<file path="config.mk">
export PLATFORM = sky130hd
export DESIGN_NAME = software_timer_table_flat
export DESIGN_NICKNAME = d
export VERILOG_FILES = /design/src/rtl/stt_pkg.sv /design/src/rtl/stt_if.sv /design/src/rtl/stt_chan_mem.sv /design/src/rtl/stt_chan_alu.sv /design/src/rtl/software_timer_table.sv /design/src/flat_wrapper.sv
export SDC_FILE = /design/constraint.sdc
export NUM_CORES = 1
export LEC_CHECK = 0
export ABC_AREA = 1
export BUFFER_PORTS_ARGS = -buffer_cell sky130_fd_sc_hd__buf_2
export CAP_MARGIN = 40
export CELL_PAD_IN_SITES_DETAIL_PLACEMENT = 0
export CELL_PAD_IN_SITES_GLOBAL_PLACEMENT = 1
export CORE_UTILIZATION = 45
export CTS_BUF_LIST = sky130_fd_sc_hd__clkbuf_4
export CTS_CLUSTER_SIZE = 40
export DETAILED_ROUTE_END_ITERATION = 10
export PLACE_DENSITY = 0.7
export SYNTH_ARGS = -nofsm -noshare
export SYNTH_HDL_FRONTEND = slang
export SYNTH_HIERARCHICAL = 1
export SYNTH_SLANG_ARGS = --single-unit
</file>
<file path="constraint.sdc">
create_clock -name clk -period 3.65 [get_ports clk]
set_input_delay 0.5475 -clock clk [delete_from_list [all_inputs] [get_ports clk]]
set_output_delay 0.5475 -clock clk [all_outputs]
set_load 0.05 [all_outputs]
</file>
<file path="src/rtl/stt_pkg.sv">
`timescale 1ns / 1ps
// ----------------------------------------------------------------------------
// stt_pkg: shared types and codes for the software timer table
// Command codes, mode codes and the per-channel record layout.
// ----------------------------------------------------------------------------
package stt_pkg;

  localparam int NUM_TIMERS_DEF = 8;
  localparam int OP_W           = 3;
  localparam int IDX_W          = 3;
  localparam int CNT_W          = 16;
  localparam int MODE_W         = 2;
  localparam int MASK_W         = 8;

  localparam logic [OP_W-1:0] OP_TICK      = 3'd0;
  localparam logic [OP_W-1:0] OP_ARM       = 3'd1;
  localparam logic [OP_W-1:0] OP_PAUSE     = 3'd2;
  localparam logic [OP_W-1:0] OP_STOP      = 3'd3;
  localparam logic [OP_W-1:0] OP_CLEAR     = 3'd4;
  localparam logic [OP_W-1:0] OP_DELAY     = 3'd5;
  localparam logic [OP_W-1:0] OP_CLEAR_ALL = 3'd6;

  localparam logic [MODE_W-1:0] MODE_NONE     = 2'd0;
  localparam logic [MODE_W-1:0] MODE_ONE_SHOT = 2'd1;

  typedef struct packed {
    logic              enable;
    logic [CNT_W-1:0]  delay;
    logic [CNT_W-1:0]  count;
    logic [MODE_W-1:0] mode;
  } chan_rec_t;

endpackage

</file>
<file path="src/rtl/stt_if.sv">
`timescale 1ns / 1ps
// ----------------------------------------------------------------------------
// stt_if: command and result channels of the software timer table
// Valid/ready channels; a beat moves when valid and ready are both high.
// ----------------------------------------------------------------------------
interface stt_in_if import stt_pkg::*; ();
  logic              valid;
  logic              ready;
  logic [OP_W-1:0]   op;
  logic [IDX_W-1:0]  timer_index;
  logic [CNT_W-1:0]  delay_value;
  logic [MODE_W-1:0] timer_mode;

  modport source (output valid, op, timer_index, delay_value, timer_mode, input ready);
  modport sink   (input valid, op, timer_index, delay_value, timer_mode, output ready);
endinterface

interface stt_out_if import stt_pkg::*; ();
  logic              valid;
  logic              ready;
  logic [MASK_W-1:0] fired_mask;

  modport source (output valid, fired_mask, input ready);
  modport sink   (input valid, fired_mask, output ready);
endinterface

</file>
<file path="src/rtl/stt_chan_mem.sv">
`timescale 1ns / 1ps
// ----------------------------------------------------------------------------
// stt_chan_mem: channel record store
// One write and one registered read port; per-entry valid bits make an
// unwritten entry read as the all-zero reset record.
// ----------------------------------------------------------------------------
module stt_chan_mem import stt_pkg::*; #(
  parameter int NUM_TIMERS = NUM_TIMERS_DEF,
  parameter int IW         = (NUM_TIMERS > 1) ? $clog2(NUM_TIMERS) : 1
) (
  input  logic      clk,
  input  logic      rst_n,
  input  logic      rd_en,
  input  logic [IW-1:0] rd_addr,
  output chan_rec_t rd_data,
  input  logic      wr_en,
  input  logic [IW-1:0] wr_addr,
  input  chan_rec_t wr_data
);

  chan_rec_t                mem [NUM_TIMERS];
  logic [NUM_TIMERS-1:0]    vld_r;
  chan_rec_t                rd_data_r;
  logic                     rd_vld_r;

  always_ff @(posedge clk) begin
    if (wr_en) begin
      mem[wr_addr] <= wr_data;
    end
    if (rd_en) begin
      rd_data_r <= mem[rd_addr];
    end
  end

  always_ff @(posedge clk) begin
    if (!rst_n) begin
      vld_r    <= '0;
      rd_vld_r <= 1'b0;
    end else begin
      if (wr_en) begin
        vld_r[wr_addr] <= 1'b1;
      end
      if (rd_en) begin
        rd_vld_r <= vld_r[rd_addr];
      end
    end
  end

  assign rd_data = rd_vld_r ? rd_data_r : '0;

endmodule

</file>
<file path="src/rtl/stt_chan_alu.sv">
`timescale 1ns / 1ps
// ----------------------------------------------------------------------------
// stt_chan_alu: shared channel update unit
// Applies one command to one channel record: increment and compare on a
// tick, field updates for the channel commands.
// ----------------------------------------------------------------------------
module stt_chan_alu import stt_pkg::*; (
  input  logic [OP_W-1:0]   op,
  input  chan_rec_t         rec,
  input  logic [CNT_W-1:0]  delay_value,
  input  logic [MODE_W-1:0] timer_mode,
  output chan_rec_t         rec_nxt,
  output logic              fired
);

  logic [CNT_W-1:0] cnt_inc;

  assign cnt_inc = rec.count + CNT_W'(1);

  always_comb begin
    rec_nxt = rec;
    fired   = 1'b0;
    case (op)
      OP_TICK: begin
        if (rec.enable) begin
          rec_nxt.count = cnt_inc;
          if (cnt_inc == rec.delay && rec.mode != MODE_NONE) begin
            fired         = 1'b1;
            rec_nxt.count = '0;
            if (rec.mode == MODE_ONE_SHOT) begin
              rec_nxt = '0;
            end
          end
        end
      end
      OP_ARM: begin
        rec_nxt.enable = 1'b1;
        rec_nxt.delay  = delay_value;
        rec_nxt.count  = '0;
        rec_nxt.mode   = timer_mode;
      end
      OP_PAUSE: begin
        rec_nxt.enable = 1'b0;
      end
      OP_STOP: begin
        rec_nxt = '0;
      end
      OP_CLEAR, OP_CLEAR_ALL: begin
        rec_nxt.count = '0;
      end
      OP_DELAY: begin
        rec_nxt.count = '0;
        rec_nxt.delay = delay_value;
      end
      default: begin
        rec_nxt = rec;
      end
    endcase
  end

endmodule

</file>
<file path="src/rtl/software_timer_table.sv">
`timescale 1ns / 1ps
// A tick passes through load, a walk over every channel and emit; its fired mask is
// registered as the result beat, and emit waits while the result channel is full. A new
// command is taken only in idle; the walk takes one channel per cycle through the
// single record read port. Unused codes and out-of-range channels are dropped in idle.
// Reset: synchronous, active low; every channel reads as stopped at once.
// ----------------------------------------------------------------------------
// software_timer_table: multi-channel one-shot / periodic timer table
// A small sequencer walks the channel records through one shared update unit.
// ----------------------------------------------------------------------------
module software_timer_table import stt_pkg::*; #(
  parameter int NUM_TIMERS = NUM_TIMERS_DEF
) (
  input  logic   clk,
  input  logic   rst_n,
  stt_in_if.sink    in_chan,
  stt_out_if.source out_chan
);

  localparam int IW = (NUM_TIMERS > 1) ? $clog2(NUM_TIMERS) : 1;
  localparam logic [IW-1:0] LAST_IDX = IW'(NUM_TIMERS - 1);

  typedef enum logic [3:0] {
    ST_IDLE = 4'b0001,
    ST_LOAD = 4'b0010,
    ST_WALK = 4'b0100,
    ST_EMIT = 4'b1000
  } state_t;

  state_t            state_r, state_nxt;
  logic [OP_W-1:0]   op_r;
  logic [CNT_W-1:0]  dly_r;
  logic [MODE_W-1:0] mode_r;
  logic [IW-1:0]     cur_r, cur_nxt;
  logic [IW-1:0]     last_r;
  logic [MASK_W-1:0] mask_r, mask_nxt;
  logic              out_valid_r, out_valid_nxt;
  logic [MASK_W-1:0] out_mask_r;

  logic      in_beat;
  logic      whole_table;
  logic      cmd_valid;
  logic      rd_en;
  logic [IW-1:0] rd_addr;
  chan_rec_t rd_data;
  logic      wr_en;
  chan_rec_t rec_nxt;
  logic      fired;
  logic      out_free;

  assign in_chan.ready = (state_r == ST_IDLE);
  assign in_beat       = in_chan.valid && in_chan.ready;
  assign whole_table   = (in_chan.op == OP_TICK) || (in_chan.op == OP_CLEAR_ALL);
  assign cmd_valid     = whole_table ||
                         ((in_chan.op == OP_ARM || in_chan.op == OP_PAUSE ||
                           in_chan.op == OP_STOP || in_chan.op == OP_CLEAR ||
                           in_chan.op == OP_DELAY) &&
                          (32'(in_chan.timer_index) < NUM_TIMERS));

  assign rd_en   = (state_r == ST_LOAD) || (state_r == ST_WALK && cur_r != last_r);
  assign rd_addr = (state_r == ST_LOAD) ? cur_r : IW'(cur_r + IW'(1));
  assign wr_en   = (state_r == ST_WALK);
  assign out_free = !out_valid_r || out_chan.ready;

  stt_chan_mem #(.NUM_TIMERS(NUM_TIMERS), .IW(IW)) u_mem (
    .clk     (clk),
    .rst_n   (rst_n),
    .rd_en   (rd_en),
    .rd_addr (rd_addr),
    .rd_data (rd_data),
    .wr_en   (wr_en),
    .wr_addr (cur_r),
    .wr_data (rec_nxt)
  );

  stt_chan_alu u_alu (
    .op          (op_r),
    .rec         (rd_data),
    .delay_value (dly_r),
    .timer_mode  (mode_r),
    .rec_nxt     (rec_nxt),
    .fired       (fired)
  );

  always_comb begin
    state_nxt     = state_r;
    cur_nxt       = cur_r;
    mask_nxt      = mask_r;
    out_valid_nxt = out_valid_r && !out_chan.ready;
    case (state_r)
      ST_IDLE: begin
        if (in_beat && cmd_valid) begin
          state_nxt = ST_LOAD;
          mask_nxt  = '0;
          cur_nxt   = whole_table ? '0 : IW'(in_chan.timer_index);
        end
      end
      ST_LOAD: begin
        state_nxt = ST_WALK;
      end
      ST_WALK: begin
        mask_nxt = mask_r | (MASK_W'(fired) << cur_r);
        if (cur_r == last_r) begin
          state_nxt = (op_r == OP_TICK) ? ST_EMIT : ST_IDLE;
        end else begin
          cur_nxt = IW'(cur_r + IW'(1));
        end
      end
      ST_EMIT: begin
        if (out_free) begin
          out_valid_nxt = 1'b1;
          state_nxt     = ST_IDLE;
        end
      end
      default: begin
        state_nxt = ST_IDLE;
      end
    endcase
  end

  always_ff @(posedge clk) begin
    if (!rst_n) begin
      state_r     <= ST_IDLE;
      out_valid_r <= 1'b0;
    end else begin
      state_r     <= state_nxt;
      out_valid_r <= out_valid_nxt;
    end
  end

  always_ff @(posedge clk) begin
    cur_r  <= cur_nxt;
    mask_r <= mask_nxt;
    if (in_beat) begin
      op_r   <= in_chan.op;
      dly_r  <= in_chan.delay_value;
      mode_r <= in_chan.timer_mode;
      last_r <= whole_table ? LAST_IDX : IW'(in_chan.timer_index);
    end
    if (state_r == ST_EMIT && out_free) begin
      out_mask_r <= mask_r;
    end
  end

  assign out_chan.valid      = out_valid_r;
  assign out_chan.fired_mask = out_mask_r;

endmodule

</file>
<file path="src/flat_wrapper.sv">
// flat-port wrapper written by rule: the top's interface ports become plain ports
module software_timer_table_flat import stt_pkg::*;
#(
  parameter int NUM_TIMERS = NUM_TIMERS_DEF
)
  (clk, rst_n, in_chan_valid, in_chan_op, in_chan_timer_index, in_chan_delay_value, in_chan_timer_mode, in_chan_ready, out_chan_valid, out_chan_fired_mask, out_chan_ready);
  stt_in_if in_chan_i ();
  stt_out_if out_chan_i ();
  input  logic clk;
  input  logic rst_n;
  input wire logic [$bits(in_chan_i.valid)-1:0] in_chan_valid;
  input wire logic [$bits(in_chan_i.op)-1:0] in_chan_op;
  input wire logic [$bits(in_chan_i.timer_index)-1:0] in_chan_timer_index;
  input wire logic [$bits(in_chan_i.delay_value)-1:0] in_chan_delay_value;
  input wire logic [$bits(in_chan_i.timer_mode)-1:0] in_chan_timer_mode;
  output wire logic [$bits(in_chan_i.ready)-1:0] in_chan_ready;
  output wire logic [$bits(out_chan_i.valid)-1:0] out_chan_valid;
  output wire logic [$bits(out_chan_i.fired_mask)-1:0] out_chan_fired_mask;
  input wire logic [$bits(out_chan_i.ready)-1:0] out_chan_ready;
  assign in_chan_i.valid = in_chan_valid;
  assign in_chan_i.op = in_chan_op;
  assign in_chan_i.timer_index = in_chan_timer_index;
  assign in_chan_i.delay_value = in_chan_delay_value;
  assign in_chan_i.timer_mode = in_chan_timer_mode;
  assign in_chan_ready = in_chan_i.ready;
  assign out_chan_valid = out_chan_i.valid;
  assign out_chan_fired_mask = out_chan_i.fired_mask;
  assign out_chan_i.ready = out_chan_ready;
  software_timer_table #(.NUM_TIMERS(NUM_TIMERS)) u_core (.clk(clk), .rst_n(rst_n), .in_chan(in_chan_i), .out_chan(out_chan_i));
endmodule
</file>
==> run summary <==
crit path cell chain: buf_12, nand2_1, inv_1, ha_1, nand3_2, nor2_4, nand4_1, nand3_1, nand2_1, nor2_1, nand2_1, nor2_2, nand3_2, nand2_1, nand2_1, nand2_1, nand2_1
post-DP HPWL: 23.8 mm
area of the multi-input gates: 4580 um^2
Die X: 194 um
final std cells w/o fill: 2,221
Max VDD drop: 0.560 mV
initial antenna violation count: 1
Synth warnings: 6
fin crit share: 90.4%
final net count: 1,721
All-Layer GR Usage: 22.7%
die area: 37,500 um^2
asr flop ratio synth: 0%
R2R Setup Slk: 0.35 ns
largest area contributor in the netlist: edfxtp_1
clk_lat worst skew: 0.77 ns
CTS tree: yes
worst reg-to-reg path cell count: 17
syn nets: 1,614
endpoint type of the worst setup path: flop
static leakage: 6.90 nW
Cells after DPL: 2,033
H-Tree Depth: 3
Top Usage Layer GRT: met2
most frequent cells in the layout: nand2_1, edfxtp_1, nor2_1
I/O pins: 38
reg2reg end: u_core/u_mem/mem[5][12]
ANT nets after route: 0
Max Cap Viol: 0
CTS resizes: 0
Synth Register Bits: 372
unrepaired setup endpoints after global routing: no
mapped cell area: 16,500 um^2
vias in the first global route: 11,600
Via-to-Cell Ratio: 5.24
final setup margin: 0.351 ns
CTS Root Cell: clkbuf_4
Worst-path clk slew: 0.07 ns
clk sinks: 372
clk buf depth: 3
starting density of the core: 46.1%
critical path data arrival time: 3.72 ns
cell mode on critical path: nand2_1
worst-path fanout max: 36
num rows: 69
chip height: 194 um
slew margin rel.: 39.3%
CP Launch Type: flop
design area: 18,600 um^2
number of CTS-inserted buffers: 92
cts hold-fix bufs: 25
pre-CTS WS: 0.422 ns
first-pass GRT wire length: 64.4 mm
Core ar.: 35,800 um^2
met1 Usage GRT: 29.4%
Max Slew Vio Count: 0
Area after DPL: 17,200 um^2
area grow syn2layout: 12.4%
PD cells: 570 nW/um^2
Finished Core Util: 51.8%
TritonRoute pass-1 iters: 5
hold wc startpoint: rst_n
Buf/Inv on CP: 2
DR vias: 11,600
Worst Hold End: u_core/state_r[3]
Synth top area share: 65.1%
Setup TNS Final: 0 ns
Filler Cell Count: 3,264
EDFF count, synth: 358
Routed WL per cell: 18.7 um
final setup vio count: 0
Seq/Total Area, Yosys: 66.8%
dominant cells by area after synthesis: edfxtp_1, nand2_1, nor2_1, o21ai_0, inv_1
Max Fclk: 303 MHz
minimum clock period: 3.30 ns
Slowest cell on crit path: dfxtp_1
layout cells sized above 1: 14.6%
M3 GR Usage: 4.17%
FF-to-FF Start: u_core/u_mem/rd_vld_r
Avg Cell Area, Syn: 10.4 um^2
Post-route DRC: 0
Worst Path Required: 4.07 ns
Hold Crit Class: input pin to flop
register area: 11,000 um^2
RD Place Congestion: 0.924
I/O Buffers: 37
1st-iter DRT viols: 746
Layout Skew: 0.0440 ns
status: finished, final reports clean
Worst Hold Depth: 3
commonest non-fill, non-tap cell in the layout: nand2_1
Main synth FF type: edfxtp_1
Yosys cell types: 42
post-CTS setup repair buffer count: 0
Crit path max-delay family: simple AND/OR/NAND/NOR gates
largest net degree at the start of global routing: 145
routing usage on met2: 37.6%
Worst Path Class, Setup: flop to flop
drt total wl: 41.5 mm
CP peak stage delay: 0.36 ns
count of final hold-check violations: 0
Least-Margin Pin Slew: 0.910 ns
Cells after Synth: 1,584
grt total ovfl: 0
==> stage by stage <==
stage	hold WS [ns]	power, mW
floorplan	0.426	6.73
global placement	0.432	7.35
detailed placement	0.436	7.40
CTS	0.0286	10.7
global route	0.0440	11.2
finish	0.102	10.6
==> logic make-up after synthesis <==
logic type,count (synthesis),share of synthesized area (%)
xor gates and xnor gates,4,0.212
AOI/OAI and AO/OA,268,8.68
buffers and inverters,224,6.17
and+or+nand+nor,714,18.0
DFF,372,66.8
adders and majority gates,2,0.151
==> worst max-delay path by stage <==
stage                          start  cells past startpoint                       to  slack [ns]
4_1_cts        u_core/u_mem/rd_vld_r                     17  u_core/u_mem/mem[5][12]        0.38
3_3_place_gp   u_core/u_mem/rd_vld_r                     16  u_core/u_mem/mem[7][15]        0.47
3_5_place_dp   u_core/u_mem/rd_vld_r                     17  u_core/u_mem/mem[5][12]        0.42
5_1_grt        u_core/u_mem/rd_vld_r                     17  u_core/u_mem/mem[5][12]        0.09
6_report       u_core/u_mem/rd_vld_r                     17  u_core/u_mem/mem[5][12]        0.35
2_1_floorplan      u_core/state_r[0]                      7   u_core/u_mem/mem[2][0]        0.83
==> report_power, final <==
group | switching (mW) | total [mW] | internal [mW]
clock | 1.61 | 3.28 | 1.67
sequential | 0.0865 | 5.03 | 4.95
combinational | 1.64 | 2.28 | 0.639
==> routing by layer <==
metal / up-vias / wire, um / share of wire [%]
li1: 5700 / - / -
met1: 5566 / 18100 / 44
met2: 299 / 20200 / 49
met3: 76 / 2060 / 5.0
met4: 0 / 1100 / 2.7
met5: - / 0 / 0
==> worst register-to-register path, cell delays in order, from the launching register on <==
cell and delay [ns]:
dfxtp_1 0.36, buf_12 0.21, nand2_1 0.08, inv_1 0.21, ha_1 0.26, nand3_2 0.15, nor2_4 0.18, nand4_1 0.13
nand3_1 0.11, nand2_1 0.05, nor2_1 0.16, nand2_1 0.10, nor2_2 0.12, nand3_2 0.34, nand2_1 0.17, nand2_1 0.06
nand2_1 0.07, nand2_1 0.20
==> synthesized netlist by cell type, types with 6 or more instances <==
cell type and number:
a21oi_1 28, edfxtp_1 358, nor2_1 214, o21ai_0 137
nand2_1 391, o21ai_1 31, o22ai_1 70, clkbuf_1 30
buf_6 13, nand4_1 23, dfxtp_1 14, clkbuf_2 7
inv_1 139, nand3_1 53, buf_2 17, nor2_2 6
==> state kept, by name, summed over array words and instances (netlist names) <==
| register | count |
|---|---|
| u_core/mask_r | 8 |
| u_core/out_chan.valid | 1 |
| u_core/out_chan.fired_mask | 8 |
| u_core/mode_r | 2 |
| u_core/u_mem/rd_data_r | 35 |
| u_core/state_r | 4 |
| u_core/u_mem/mem | 280 |
| u_core/u_mem/vld_r | 8 |
| u_core/u_mem/rd_vld_r | 1 |
| u_core/op_r | 3 |
| u_core/cur_r | 3 |
| u_core/last_r | 3 |
| u_core/dly_r | 16 |
==> area by class of cell <==
cell class | instances | share of cell area, %
antenna | 1 | 0.0135
clock inverter | 30 | 0.694
multi-input combinational | 988 | 24.7
clock buffer | 132 | 5.34
tap | 461 | 3.11
timing repair buffer | 87 | 3.61
inverter | 150 | 3.17
sequential | 372 | 59.4
Power figures use the tool's default switching activity.
